`src/design/irs_pkg.sv`:
```
// shared types, constants and helpers for the integer to radix symbol converter
`timescale 1ns / 1ps
`default_nettype none

package irs_pkg;

	localparam int SYM_SLOTS = 16;
	localparam int SYM_IDX_W = 4;
	localparam int SYM_W     = 8;
	localparam int COUNT_W   = 5;
	localparam int CFG_W     = 64;
	localparam int CFG_IDX_W = 2;
	localparam int IN_W      = 32;
	localparam int ALPHA_W   = SYM_SLOTS * SYM_W;

	localparam logic [CFG_IDX_W-1:0] REG_SYMBOL_COUNT = 2'd0;
	localparam logic [CFG_IDX_W-1:0] REG_SYMBOLS_LOW  = 2'd1;
	localparam logic [CFG_IDX_W-1:0] REG_SYMBOLS_HIGH = 2'd2;

	localparam logic [COUNT_W-1:0] SYMBOL_COUNT_RST = 5'd10;
	localparam logic [CFG_W-1:0]   SYMBOLS_LOW_RST  = 64'h3736353433323130;
	localparam logic [CFG_W-1:0]   SYMBOLS_HIGH_RST = 64'h0;

	localparam logic [SYM_W-1:0] CHAR_PLUS  = 8'h2B;
	localparam logic [SYM_W-1:0] CHAR_MINUS = 8'h2D;
	localparam logic [SYM_W-1:0] CHAR_SPACE = 8'h20;

	// result of the alphabet check, done pulses for one cycle
	typedef struct packed {
		logic done;
		logic ok;
	} chk_t;

	function automatic logic [SYM_W-1:0] sym_at(input logic [ALPHA_W-1:0] alpha,
			input logic [SYM_IDX_W-1:0] idx);
		return alpha[{idx, 3'b000} +: SYM_W];
	endfunction

endpackage

`default_nettype wire

```
`src/design/irs_check.sv`:
```
// alphabet check, one symbol per cycle against the earlier ones
`timescale 1ns / 1ps
`default_nettype none

module irs_check #(
	parameter int MAX_SYMBOLS = 16
) (
	input  wire                                   clk,
	input  wire                                   arst_n,
	input  wire                                   start,
	input  wire  [irs_pkg::COUNT_W-1:0]           symbol_count,
	input  wire  [irs_pkg::ALPHA_W-1:0]           alpha,
	output irs_pkg::chk_t                         result
);
	import irs_pkg::*;

	logic                 busy_q;
	logic [SYM_IDX_W-1:0] idx_q;
	chk_t                 res_q;

	logic [SYM_W-1:0]   cur_sym;
	logic               bad_char;
	logic               dup;
	logic               count_bad;
	logic               at_end;

	assign cur_sym   = sym_at(alpha, idx_q);
	assign bad_char  = (cur_sym == CHAR_PLUS) || (cur_sym == CHAR_MINUS) ||
		(cur_sym == CHAR_SPACE);
	assign count_bad = (symbol_count < 5'd2) || (symbol_count > COUNT_W'(MAX_SYMBOLS));
	assign at_end    = ({1'b0, idx_q} == (symbol_count - 5'd1));

	// compare against every earlier slot in parallel
	always_comb begin
		dup = 1'b0;
		for (int j = 0; j < SYM_SLOTS; j++) begin
			if ((SYM_IDX_W'(j) < idx_q) && (sym_at(alpha, SYM_IDX_W'(j)) == cur_sym))
				dup = 1'b1;
		end
	end

	always_ff @(posedge clk or negedge arst_n) begin
		if (!arst_n) begin
			busy_q <= 1'b0;
			idx_q  <= '0;
			res_q  <= '0;
		end else begin
			if (start) begin
				idx_q <= '0;
				if (count_bad) begin
					res_q  <= '{done: 1'b1, ok: 1'b0};
					busy_q <= 1'b0;
				end else begin
					res_q.done <= 1'b0;
					busy_q     <= 1'b1;
				end
			end else if (busy_q) begin
				if (bad_char || dup) begin
					res_q  <= '{done: 1'b1, ok: 1'b0};
					busy_q <= 1'b0;
				end else if (at_end) begin
					res_q  <= '{done: 1'b1, ok: 1'b1};
					busy_q <= 1'b0;
				end else begin
					res_q.done <= 1'b0;
					idx_q      <= idx_q + 1'b1;
				end
			end else begin
				res_q.done <= 1'b0;
			end
		end
	end

	assign result = res_q;

endmodule

`default_nettype wire

```
`src/design/irs_divider.sv`:
```
// restoring divider, one quotient bit per cycle
`timescale 1ns / 1ps
`default_nettype none

module irs_divider #(
	parameter int VALUE_BITS = 32
) (
	input  wire                              clk,
	input  wire                              arst_n,
	input  wire                              start,
	input  wire  [VALUE_BITS-1:0]            dividend,
	input  wire  [irs_pkg::COUNT_W-1:0]      radix,
	output logic                             done,
	output logic [VALUE_BITS-1:0]            quotient,
	output logic [irs_pkg::SYM_IDX_W-1:0]    remainder
);
	import irs_pkg::*;

	localparam int CNT_W = $clog2(VALUE_BITS + 1);

	logic                 busy_q;
	logic                 done_q;
	logic [CNT_W-1:0]     cnt_q;
	logic [VALUE_BITS-1:0] q_q;
	logic [SYM_IDX_W-1:0] r_q;

	logic [COUNT_W-1:0]   trial;
	logic                 fits;

	// remainder stays below radix, so it fits in the symbol index width
	assign trial = {r_q, q_q[VALUE_BITS-1]};
	assign fits  = (trial >= radix);

	always_ff @(posedge clk or negedge arst_n) begin
		if (!arst_n) begin
			busy_q <= 1'b0;
			done_q <= 1'b0;
			cnt_q  <= '0;
		end else begin
			done_q <= !start && busy_q && (cnt_q == CNT_W'(1));
			if (start) begin
				busy_q <= 1'b1;
				cnt_q  <= CNT_W'(VALUE_BITS);
			end else if (busy_q) begin
				cnt_q <= cnt_q - 1'b1;
				if (cnt_q == CNT_W'(1))
					busy_q <= 1'b0;
			end
		end
	end

	always_ff @(posedge clk) begin
		if (start) begin
			q_q <= dividend;
			r_q <= '0;
		end else if (busy_q) begin
			q_q <= {q_q[VALUE_BITS-2:0], fits};
			r_q <= fits ? SYM_IDX_W'(trial - radix) : SYM_IDX_W'(trial);
		end
	end

	assign done      = done_q;
	assign quotient  = q_q;
	assign remainder = r_q;

endmodule

`default_nettype wire

```
`src/design/irs_digit_stack.sv`:
```
// last-in first-out shift register holding digit indices
`timescale 1ns / 1ps
`default_nettype none

module irs_digit_stack #(
	parameter int DEPTH = 32
) (
	input  wire                              clk,
	input  wire                              arst_n,
	input  wire                              push,
	input  wire                              pop,
	input  wire  [irs_pkg::SYM_IDX_W-1:0]    din,
	output logic [irs_pkg::SYM_IDX_W-1:0]    dout,
	output logic [$clog2(DEPTH+1)-1:0]       count
);
	import irs_pkg::*;

	localparam int STACK_W = DEPTH * SYM_IDX_W;
	localparam int CNT_W   = $clog2(DEPTH + 1);

	logic [STACK_W-1:0] stack_q;
	logic [CNT_W-1:0]   cnt_q;

	always_ff @(posedge clk or negedge arst_n) begin
		if (!arst_n) begin
			cnt_q <= '0;
		end else if (push) begin
			cnt_q <= cnt_q + 1'b1;
		end else if (pop) begin
			cnt_q <= cnt_q - 1'b1;
		end
	end

	// newest digit sits in the low nibble
	always_ff @(posedge clk) begin
		if (push)
			stack_q <= {stack_q[STACK_W-SYM_IDX_W-1:0], din};
		else if (pop)
			stack_q <= {{SYM_IDX_W{1'b0}}, stack_q[STACK_W-1:SYM_IDX_W]};
	end

	assign dout  = stack_q[SYM_IDX_W-1:0];
	assign count = cnt_q;

endmodule

`default_nettype wire

```
`src/design/integer_to_radix_symbols_core.sv`:
```
// top level: signed integer to symbols in a configured radix
//
// channel  direction  transaction carries
// s_*      in         tdata[31:0] value
// m_*      out        tdata[7:0] symbol, tlast last, tuser alphabet_error
// cfg_*    in         register write, index 0..2, data up to 64 bits
//
// one value at a time; the alphabet check runs before the division
// each digit is a full pass of the bit-serial divider, then symbols leave
// one per cycle from the output register while m_tready is high
// m_tready low holds the output register and the sign, error and emit states
// until it rises; s_tready is high when idle
`timescale 1ns / 1ps
`default_nettype none

module integer_to_radix_symbols_core #(
	parameter int MAX_SYMBOLS = 16,
	parameter int VALUE_BITS  = 32
) (
	input  wire                              clk,
	input  wire                              arst_n,
	input  wire                              s_tvalid,
	output logic                             s_tready,
	input  wire  [irs_pkg::IN_W-1:0]         s_tdata,   // [31:0] value
	output logic                             m_tvalid,
	input  wire                              m_tready,
	output logic [irs_pkg::SYM_W-1:0]        m_tdata,   // [7:0] symbol
	output logic                             m_tlast,
	output logic                             m_tuser,   // [0] alphabet_error
	input  wire                              cfg_wr_en,
	input  wire  [irs_pkg::CFG_IDX_W-1:0]    cfg_index,
	input  wire  [irs_pkg::CFG_W-1:0]        cfg_data
);
	import irs_pkg::*;

	localparam int CNT_W = $clog2(VALUE_BITS + 1);

	localparam logic [2:0] S_IDLE     = 3'd0;
	localparam logic [2:0] S_CHECK    = 3'd1;
	localparam logic [2:0] S_ERR      = 3'd2;
	localparam logic [2:0] S_SIGN     = 3'd3;
	localparam logic [2:0] S_DIV_GO   = 3'd4;
	localparam logic [2:0] S_DIV_WAIT = 3'd5;
	localparam logic [2:0] S_EMIT     = 3'd6;

	logic [COUNT_W-1:0]    symbol_count_q;
	logic [CFG_W-1:0]      symbols_low_q;
	logic [CFG_W-1:0]      symbols_high_q;
	logic [ALPHA_W-1:0]    alpha;

	logic [2:0]            state_q;
	logic [VALUE_BITS-1:0] raw_q;
	logic [VALUE_BITS-1:0] mag_q;

	logic                  out_valid_q;
	logic [SYM_W-1:0]      out_sym_q;
	logic                  out_last_q;
	logic                  out_err_q;

	logic                  in_take;
	logic                  out_free;
	chk_t                  chk;
	logic                  div_done;
	logic [VALUE_BITS-1:0] div_quot;
	logic [SYM_IDX_W-1:0]  div_rem;
	logic                  push;
	logic                  pop;
	logic [SYM_IDX_W-1:0]  top_digit;
	logic [CNT_W-1:0]      digit_cnt;

	assign alpha    = {symbols_high_q, symbols_low_q};
	assign s_tready = (state_q == S_IDLE);
	assign in_take  = s_tvalid && s_tready;
	assign out_free = !out_valid_q || m_tready;
	assign push     = (state_q == S_DIV_WAIT) && div_done;
	assign pop      = (state_q == S_EMIT) && out_free;

	always_ff @(posedge clk or negedge arst_n) begin
		if (!arst_n) begin
			symbol_count_q <= SYMBOL_COUNT_RST;
			symbols_low_q  <= SYMBOLS_LOW_RST;
			symbols_high_q <= SYMBOLS_HIGH_RST;
		end else if (cfg_wr_en) begin
			case (cfg_index)
				REG_SYMBOL_COUNT: symbol_count_q <= cfg_data[COUNT_W-1:0];
				REG_SYMBOLS_LOW:  symbols_low_q  <= cfg_data;
				REG_SYMBOLS_HIGH: symbols_high_q <= cfg_data;
				default: ;
			endcase
		end
	end

	irs_check #(
		.MAX_SYMBOLS(MAX_SYMBOLS)
	) u_check (
		.clk         (clk),
		.arst_n      (arst_n),
		.start       (in_take),
		.symbol_count(symbol_count_q),
		.alpha       (alpha),
		.result      (chk)
	);

	irs_divider #(
		.VALUE_BITS(VALUE_BITS)
	) u_divider (
		.clk      (clk),
		.arst_n   (arst_n),
		.start    (state_q == S_DIV_GO),
		.dividend (mag_q),
		.radix    (symbol_count_q),
		.done     (div_done),
		.quotient (div_quot),
		.remainder(div_rem)
	);

	irs_digit_stack #(
		.DEPTH(VALUE_BITS)
	) u_stack (
		.clk   (clk),
		.arst_n(arst_n),
		.push  (push),
		.pop   (pop),
		.din   (div_rem),
		.dout  (top_digit),
		.count (digit_cnt)
	);

	always_ff @(posedge clk or negedge arst_n) begin
		if (!arst_n) begin
			state_q <= S_IDLE;
		end else begin
			case (state_q)
				S_IDLE:
					if (in_take)
						state_q <= S_CHECK;
				S_CHECK:
					if (chk.done) begin
						if (!chk.ok)
							state_q <= S_ERR;
						else if (raw_q[VALUE_BITS-1])
							state_q <= S_SIGN;
						else
							state_q <= S_DIV_GO;
					end
				S_ERR:
					if (out_free)
						state_q <= S_IDLE;
				S_SIGN:
					if (out_free)
						state_q <= S_DIV_GO;
				S_DIV_GO:
					state_q <= S_DIV_WAIT;
				S_DIV_WAIT:
					if (div_done)
						state_q <= (div_quot == '0) ? S_EMIT : S_DIV_GO;
				S_EMIT:
					if (out_free && (digit_cnt == CNT_W'(1)))
						state_q <= S_IDLE;
				default:
					state_q <= S_IDLE;
			endcase
		end
	end

	// most negative value negates onto itself, which is its magnitude
	always_ff @(posedge clk) begin
		if (in_take)
			raw_q <= s_tdata[VALUE_BITS-1:0];
		if ((state_q == S_CHECK) && chk.done)
			mag_q <= raw_q[VALUE_BITS-1] ? (~raw_q + 1'b1) : raw_q;
		else if (push)
			mag_q <= div_quot;
	end

	always_ff @(posedge clk or negedge arst_n) begin
		if (!arst_n) begin
			out_valid_q <= 1'b0;
		end else if (out_free) begin
			out_valid_q <= (state_q == S_ERR) || (state_q == S_SIGN) ||
				(state_q == S_EMIT);
		end
	end

	always_ff @(posedge clk) begin
		if (out_free) begin
			case (state_q)
				S_ERR: begin
					out_sym_q  <= '0;
					out_last_q <= 1'b1;
					out_err_q  <= 1'b1;
				end
				S_SIGN: begin
					out_sym_q  <= CHAR_MINUS;
					out_last_q <= 1'b0;
					out_err_q  <= 1'b0;
				end
				S_EMIT: begin
					out_sym_q  <= sym_at(alpha, top_digit);
					out_last_q <= (digit_cnt == CNT_W'(1));
					out_err_q  <= 1'b0;
				end
				default: ;
			endcase
		end
	end

	assign m_tvalid = out_valid_q;
	assign m_tdata  = out_sym_q;
	assign m_tlast  = out_last_q;
	assign m_tuser  = out_err_q;

endmodule

`default_nettype wire
```
`config.mk`:
```
export PLATFORM = sky130hd
export DESIGN_NAME = integer_to_radix_symbols_core
export DESIGN_NICKNAME = d
export VERILOG_FILES = /design/src/design/irs_pkg.sv /design/src/design/irs_check.sv /design/src/design/irs_divider.sv /design/src/design/irs_digit_stack.sv /design/src/design/integer_to_radix_symbols_core.sv
export SDC_FILE = /design/constraint.sdc
export NUM_CORES = 1
export LEC_CHECK = 0
export BUFFER_PORTS_ARGS = -buffer_cell sky130_fd_sc_hd__buf_4
export CAP_MARGIN = 25
export CORE_MARGIN = 3
export CORE_UTILIZATION = 30
export CTS_BUF_LIST = sky130_fd_sc_hd__clkbuf_4 sky130_fd_sc_hd__clkbuf_8
export CTS_CLUSTER_DIAMETER = 40
export DETAILED_ROUTE_END_ITERATION = 10
export PLACE_DENSITY_LB_ADDON = 0.15
export SLEW_MARGIN = 30
export SYNTH_ARGS = -nofsm -noshare
export SYNTH_HDL_FRONTEND = slang
export SYNTH_HIERARCHICAL = 1
export SYNTH_SLANG_ARGS = --single-unit
```
`constraint.sdc`:
```
create_clock -name clk -period 4.15 [get_ports clk]
set_input_delay 0.83 -clock clk [delete_from_list [all_inputs] [get_ports clk]]
set_output_delay 0.83 -clock clk [all_outputs]
set_load 0.005 [all_outputs]
```
# Yosys cells after proc, flatten, opt, wreduce, memory -nomap -nowiden
# Index checks and enable logic that the tools add are counted.
[totals]
ff_bits = 396
in_bits = 103
wordCells = 201
out_inout_bits = 12
[classes]
n_reduce_logical = 51
shift = 2
n_mux = 61
bitwise_logic = 1
order_cmp = 19
n_addsub = 7
eq_ne = 39
[ops]
columns = ["cell", "n"]
rows = [
  ["$mux 128", 2],
  ["$shiftx 128x8->8", 2],
  ["$mux 32", 5],
  ["$eq 8x8->1", 16],
  ["$add 32x1->32 const B", 1],
  ["$logic_not 32->1", 1],
  ["$lt 4x4->1 const A", 8],
  ["$not 32->32", 1],
  ["$mux 1", 30],
  ["$eq 8x6->1 const B", 3],
  ["$mux 3", 8],
  ["$mux 6", 4],
  ["$pmux 8 s3", 1],
  ["$logic_and 1x1->1", 23],
  ["$pmux 3 s7", 1],
  ["$mux 4", 5],
  ["$lt 3x4->1 const A", 4],
  ["$eq 6x1->1 const B", 2],
  ["$sub 6x1->6 const B", 2],
  ["$ne 2x2->1 const B", 5],
  ["$reduce_and 2->1", 5],
  ["$reduce_bool 2->1", 5],
  ["$eq 3x3->1 const B", 3],
  ["$lt 1x4->1 const A", 2],
  ["other kinds (25)", 41],
]

# Longest topological paths before layout
[logic_depth]
depth_word = 23
depth_mapped = 15
ltp_nobuf = 10

# Modules after synthesis
# Netlist, hierarchy kept.
[by_module_without_submodules]
columns = ["mod", "seq_area_each_um2", "n_inst", "cells_each", "area_per_inst_um2"]
rows = [
  ["integer_to_radix_symbols_core", 5688.0, 1, 666, 9655.5],
  ["irs_digit_stack", 3993.8, 1, 311, 5826.8],
  ["irs_check", 175.2, 1, 630, 4868.4],
  ["irs_divider", 1241.2, 1, 153, 2138.3],
]

# Worst setup path after synthesis
# OpenSTA, ideal clock, no wires.
[synth_path]
path_kind = "register to register"
from = "register state_q[1]"
to = "register u_stack.stack_q[0] (enable)"
required_ps = 3669
n_path_buf = 1
arrival_ps = 3663
synth_period_minus_slack_ps = 4145
setup_slack_ps = 5
setup_ps = 481
stages_incl_launch_ff = 7
cell_sequence = "dfrtp_1 clkbuf_1 nand2_1 or2_1 nor2_1 nor2_2 inv_1"
[synth_via]
elab_chain_len = 3
elab_cells_between_ends = 5
cone_classes = "2 x eq/ne; 3 x reduce/logical"
[synth_rtl]
columns = ["item", "line_no", "source"]
rows = [
  ["start, declared", "integer_to_radix_symbols_core.sv:51", "logic [2:0] state_q;"],
  ["start signal, assigned", "integer_to_radix_symbols_core.sv:156", "state_q <= (div_quot == '0) ? S_EMIT : S_DIV_GO;"],
  ["$eq 3x3->1", "integer_to_radix_symbols_core.sv:76", "assign pop = (state_q == S_EMIT) && out_free;"],
  ["$logic_and 1x1->1", "integer_to_radix_symbols_core.sv:76", ""],
  ["named net pop", "integer_to_radix_symbols_core.sv:67", "logic pop;"],
  ["$reduce_bool 2->1 (no line)", "--", ""],
  ["end signal, assigned", "irs_digit_stack.sv:37", "stack_q <= {stack_q[STACK_W-SYM_IDX_W-1:0], din};"],
  ["end signal, assigned", "irs_digit_stack.sv:39", "stack_q <= {{SYM_IDX_W{1'b0}}, stack_q[STACK_W-1:SYM_IDX_W]};"],
  ["end, declared", "irs_digit_stack.sv:21", "logic [STACK_W-1:0] stack_q;"],
]
# The timed path passes the listed nets, and every way through them passes these cells.
# A chain may end at the register's enable or synchronous reset.

# Worst setup path in the final report
[layout_path]
from = "register u_check.idx_q[1]"
to = "register u_check.idx_q[3]"
[layout_via]
elab_chain_len = 22
elab_cells_between_ends = 80
cone_classes = "1 x add/sub; 16 x order compare; 22 x eq/ne; 1 x shift; 20 x mux; 20 x reduce/logical"
[layout_rtl]
columns = ["item", "line_no", "source"]
rows = [
  ["start, declared", "irs_check.sv:18", "logic [SYM_IDX_W-1:0] idx_q;"],
  ["start signal, assigned", "irs_check.sv:66", "idx_q <= idx_q + 1'b1;"],
  ["$shiftx 128x8->8", "irs_pkg.sv:36", "return alpha[{idx, 3'b000} +: SYM_W];"],
  ["$eq 8x8->1", "irs_check.sv:37", "if ((SYM_IDX_W'(j) < idx_q) && (sym_at(alpha, SYM_IDX_W'(j)) == cur_sym))"],
  ["$logic_and 1x1->1", "irs_check.sv:37", ""],
  ["$mux 1 (16 in series)", "irs_check.sv:37", ""],
  ["$logic_or 1x1->1", "irs_check.sv:58", "if (bad_char || dup) begin"],
  ["$ne 2x2->1 (no line)", "--", ""],
  ["$reduce_and 3->1 (no line)", "--", ""],
]
# Several ways; a longest one is shown, not always the timed one. The select of a mux whose other input is x is not followed.

==> load_flow_metrics.sql <==
INSERT INTO impl_metrics (metric_group, metric, value, unit) VALUES
('die', 'start_util', '0.306', ''),
('clocking', 'tritoncts.num_buffers', '86', ''),
('synth', 'synth-edff-count', '234', ''),
('timing', 'max_freq', '0.248', 'GHz'),
('timing', 'final_hold_viol_count', '0', ''),
('route', 'route.detailed.vias_per_inst', '5.24', ''),
('pwr', 'internal-power', '0.0117', 'W'),
('critical_path', 'critical_path.max_fanout', '38', ''),
('die', 'design.die.area', '78300', 'um2'),
('critical_path', 'endpoint', 'u_check/idx_q[3]', ''),
('cells_and_area', 'footprint_of_the_multi_input_gates', '10600', 'um2'),
('die', 'dieHeight', '280', 'um'),
('timing', 'whs', '0.332', 'ns'),
('timing', 'post-route-min-period', '4.03', 'ns'),
('global_route', 'grt_first_pass_wirelength', '109000', 'um'),
('clocking', 'cts_sinks', '396', ''),
('synth', 'synth.net_count', '1880', ''),
('pwr', 'pwr_density_cell', '719', 'nW/um2'),
('timing', 'timing_worst_slew_pin_value', '0.882', 'ns'),
('route', 'firstDrtPassIters', '5', ''),
('die', 'design.core.area', '73600', 'um2'),
('synth', 'total_number_of_yosys_warnings', '6', ''),
('clocking', 'clk_transition_reported_paths', '0.05', 'ns'),
('cells_and_area', 'layout.core_utilization', '0.366', ''),
('synth', 'synth_simple_gate_area_share', '0.0921', ''),
('critical_path', 'critical_path_depth', '11', ''),
('critical_path', 'timing.critical_path.from_type', 'register', ''),
('global_route', 'grt_pass1_vias', '16289', ''),
('timing', 'timing.clock.skew', '0.0415', 'ns'),
('route', 'detail_route.wl_per_cell', '24.2', 'um'),
('synth', 'synth.ff_latch_count', '396', ''),
('placed_design', 'dpl.hpwl', '55300', 'um'),
('critical_path', 'critical_path.top_delay_family', 'simple AND/OR/NAND/NOR gates', ''),
('route', 'route.detailed.drc', '0', ''),
('run_status', 'run_status', 'finished, final reports clean', ''),
('clocking', 'postCtsSetupRepairBufs', '0', ''),
('critical_path', 'worstPathBufferInverterCount', '1', ''),
('min_path', 'min_path_type', 'in2reg', ''),
('pwr', 'comb_power_share', '0.438', ''),
('synth', 'synth.yosys.seq_area_share', '0.493', ''),
('synth', 'mapped_avg_cell_area', '12.8', 'um2'),
('clocking', 'cts.root.buffer_cell', 'sky130_fd_sc_hd__clkbuf_8', ''),
('global_route', 'grt_antenna_before_repair', '7', ''),
('critical_path', 'rr_startpoint', 'u_check/idx_q[1]', ''),
('run', 'cap_viol_max_count', '0', ''),
('die', 'io_pins', '115', ''),
('pwr', 'total_switching_power', '0.00764', 'W'),
('clocking', 'cts_buffer_depth', '3', ''),
('synth', 'syn_inst', '1760', ''),
('synth', 'synthMuxAreaShare', '0.222', ''),
('synth', 'fraction_of_the_mapped_netlist_area_in_compound_gates', '0.0820', ''),
('synth', 'post_synth_num_cell_types', '103', ''),
('clocking', 'clock_tree_from_tritoncts', 'done', ''),
('placed_design', 'io_buffers', '114', ''),
('critical_path', 'worst_path_largest_cell_delay', '0.60', 'ns'),
('die', 'floorplan.rows', '99', ''),
('cells_and_area', 'share_of_layout_cells_above_drive_strength_1', '0.370', ''),
('synth', 'largest_family_of_logic_cells_by_synthesized_area', 'multiplexers', ''),
('critical_path', 'ff2ff_path_depth', '11', ''),
('timing', 'worst_slew_margin_rel', '0.412', ''),
('timing', 'setup_viol', '0', ''),
('clocking', 'clk-insertion-delay-late', '0.68', 'ns'),
('global_route', 'grt.met2_usage', '0.275', ''),
('critical_path', 'cp.required', '4.71', 'ns'),
('cells_and_area', 'seq_area', '11100', 'um2'),
('pwr', 'clkPwrFrac', '0.240', ''),
('critical_path', 'timing.rr.end', 'u_check/idx_q[3]', ''),
('global_route', 'global_route.usage.met3', '0.0472', ''),
('timing', 'final.setup.tns', '0', 'ns'),
('route', 'antenna_left', '0', ''),
('clocking', 'cts.htree.levels', '3', '');
## layer usage
layer  up-vias  wire length [um]
met4         6              2000
li1       7188                 -
met5         -                39
met3       127              5440
met2       538             31000
met1      7972             34700
## final cells by class
type | count | area share
flip-flops and latches | 396 | 0.413
multi-input cells | 1226 | 0.394
repair buffers | 244 | 0.0731
clock buffers | 107 | 0.0508
well taps | 959 | 0.0446
clock inverters | 53 | 0.0199
inverters | 34 | 0.00493
diodes | 3 | 0.000279
## what timing repair did
action	4_1_cts	5_1_grt
gates resized for setup	0	1
endpoints found under the setup margin	0	5
hold buffers	1	0
endpoints found under the hold margin	22	0
## registers in the layout (all words and copies together) (netlist names), 8 cells and up
register            count
m_tdata                 8
mag_q                  32
raw_q                  32
symbols_high_q         64
symbols_low_q          64
u_divider/quotient     32
u_stack/stack_q       128
## worst min-delay path by stage
| stage | depth (start not counted) | startpoint | end |
|---|---|---|---|
| final | 1 | s_tdata[14] | raw_q[14] |
| after global placement | 1 | u_stack/count[5] | u_stack/count[5] |
| after global routing | 1 | s_tdata[12] | raw_q[12] |
| after CTS | 1 | s_tdata[13] | raw_q[13] |
| after detailed placement | 2 | u_stack/count[2] | u_stack/count[2] |
| after floorplan | 2 | u_stack/count[2] | u_stack/count[2] |
## power by group through the flow
stage / sequential (W) / combinational [W] / clock, W
final: 0.00624 / 0.00846 / 0.00464
after global routing: 0.00635 / 0.00906 / 0.00501
after CTS: 0.00624 / 0.00838 / 0.00482
after detailed placement: 0.00630 / 0.00833 / 0
after global placement: 0.00630 / 0.00832 / 0
after floorplan: 0.00585 / 0.00553 / 0
## worst reg2reg max path, delay by kind of cell, from the launching register on
| family | cells | cell delay, ns |
|---|---|---|
| multiplexers | 2 | 0.93 |
| buffers and inverters | 1 | 0.26 |
| XOR/XNOR | 1 | 0.16 |
| AO/OA/AOI/OAI | 2 | 0.45 |
| flip-flops | 1 | 0.46 |
| AND/OR/NAND/NOR | 5 | 1.64 |
## stage by stage
stage | area [um2] | setup slack [ns] | instances | power (W)
after CTS | 26900 | 0.117 | 3018 | 0.0194
after floorplan | 22500 | 0.00542 | 1760 | 0.0114
final | 26900 | 0.117 | 3022 | 0.0193
after detailed placement | 25000 | 0.130 | 2857 | 0.0146
after global routing | 26900 | 0.0133 | 3020 | 0.0204
after global placement | 24900 | 0.135 | 2855 | 0.0146
## cell usage after synthesis, types with 8 or more instances
library cell	number	area, um2
sky130_fd_sc_hd__nand2_1	88	330
sky130_fd_sc_hd__a22o_1	14	123
sky130_fd_sc_hd__mux4_2	35	788
sky130_fd_sc_hd__nand3b_1	10	75.1
sky130_fd_sc_hd__nand2b_1	10	62.6
sky130_fd_sc_hd__mux2_2	260	2930
sky130_fd_sc_hd__nand4_1	17	106
sky130_fd_sc_hd__nor3b_1	8	60.1
sky130_fd_sc_hd__nor2b_1	10	62.6
sky130_fd_sc_hd__ha_1	15	188
sky130_fd_sc_hd__o2111ai_1	9	78.8
sky130_fd_sc_hd__xor2_1	81	709
sky130_fd_sc_hd__nor2_1	39	146
sky130_fd_sc_hd__a22oi_1	21	158
sky130_fd_sc_hd__or3_1	26	163
sky130_fd_sc_hd__dfstp_2	30	788
sky130_fd_sc_hd__o21ai_0	41	205
sky130_fd_sc_hd__and2_1	9	56.3
sky130_fd_sc_hd__inv_1	32	120
sky130_fd_sc_hd__o31ai_1	15	113
sky130_fd_sc_hd__nor4_1	28	175
sky130_fd_sc_hd__mux2_1	51	574
sky130_fd_sc_hd__nor3_1	37	185
sky130_fd_sc_hd__o21ai_1	40	200
sky130_fd_sc_hd__edfxtp_1	234	7030
sky130_fd_sc_hd__dfrtp_1	128	3200
sky130_fd_sc_hd__buf_6	20	225
sky130_fd_sc_hd__clkbuf_1	42	158
sky130_fd_sc_hd__mux2i_1	71	711
sky130_fd_sc_hd__nand3_1	29	145
sky130_fd_sc_hd__a21oi_1	30	150
sky130_fd_sc_hd__xnor2_1	83	727
sky130_fd_sc_hd__o22ai_1	12	75.1
sky130_fd_sc_hd__buf_2	22	110
## logic make-up after synthesis
logic type               count (synthesis)
AO/OA/AOI/OAI                          259
XOR/XNOR                               164
adder cells (fa/ha/maj)                 17
buffers and inverters                  138
flip-flops                             396
multiplexers                           417
AND/OR/NAND/NOR                        369
## cell usage in the layout, fill, tap and decap left out, drive strengths merged, types with 8 or more instances in the layout
master	instances
nor3b	8
bufinv	9
or4	8
clkbuf	107
o21ai	83
o22ai	12
nor4	30
a22o	14
or3	27
buf	243
dfrtp	128
inv	37
mux2i	71
clkinv	33
nor3	40
nand4	19
nor2	43
a22oi	22
mux2	311
and2	11
mux4	35
xnor2	83
xor2	81
nand3b	10
o2111ai	9
nand2	89
o31ai	16
a21oi	31
clkinvlp	8
dfstp	30
nand3	30
nor2b	10
or2	13
ha	15
edfxtp	234
nand2b	10
No activity file was read; power rests on OpenSTA's default activity.
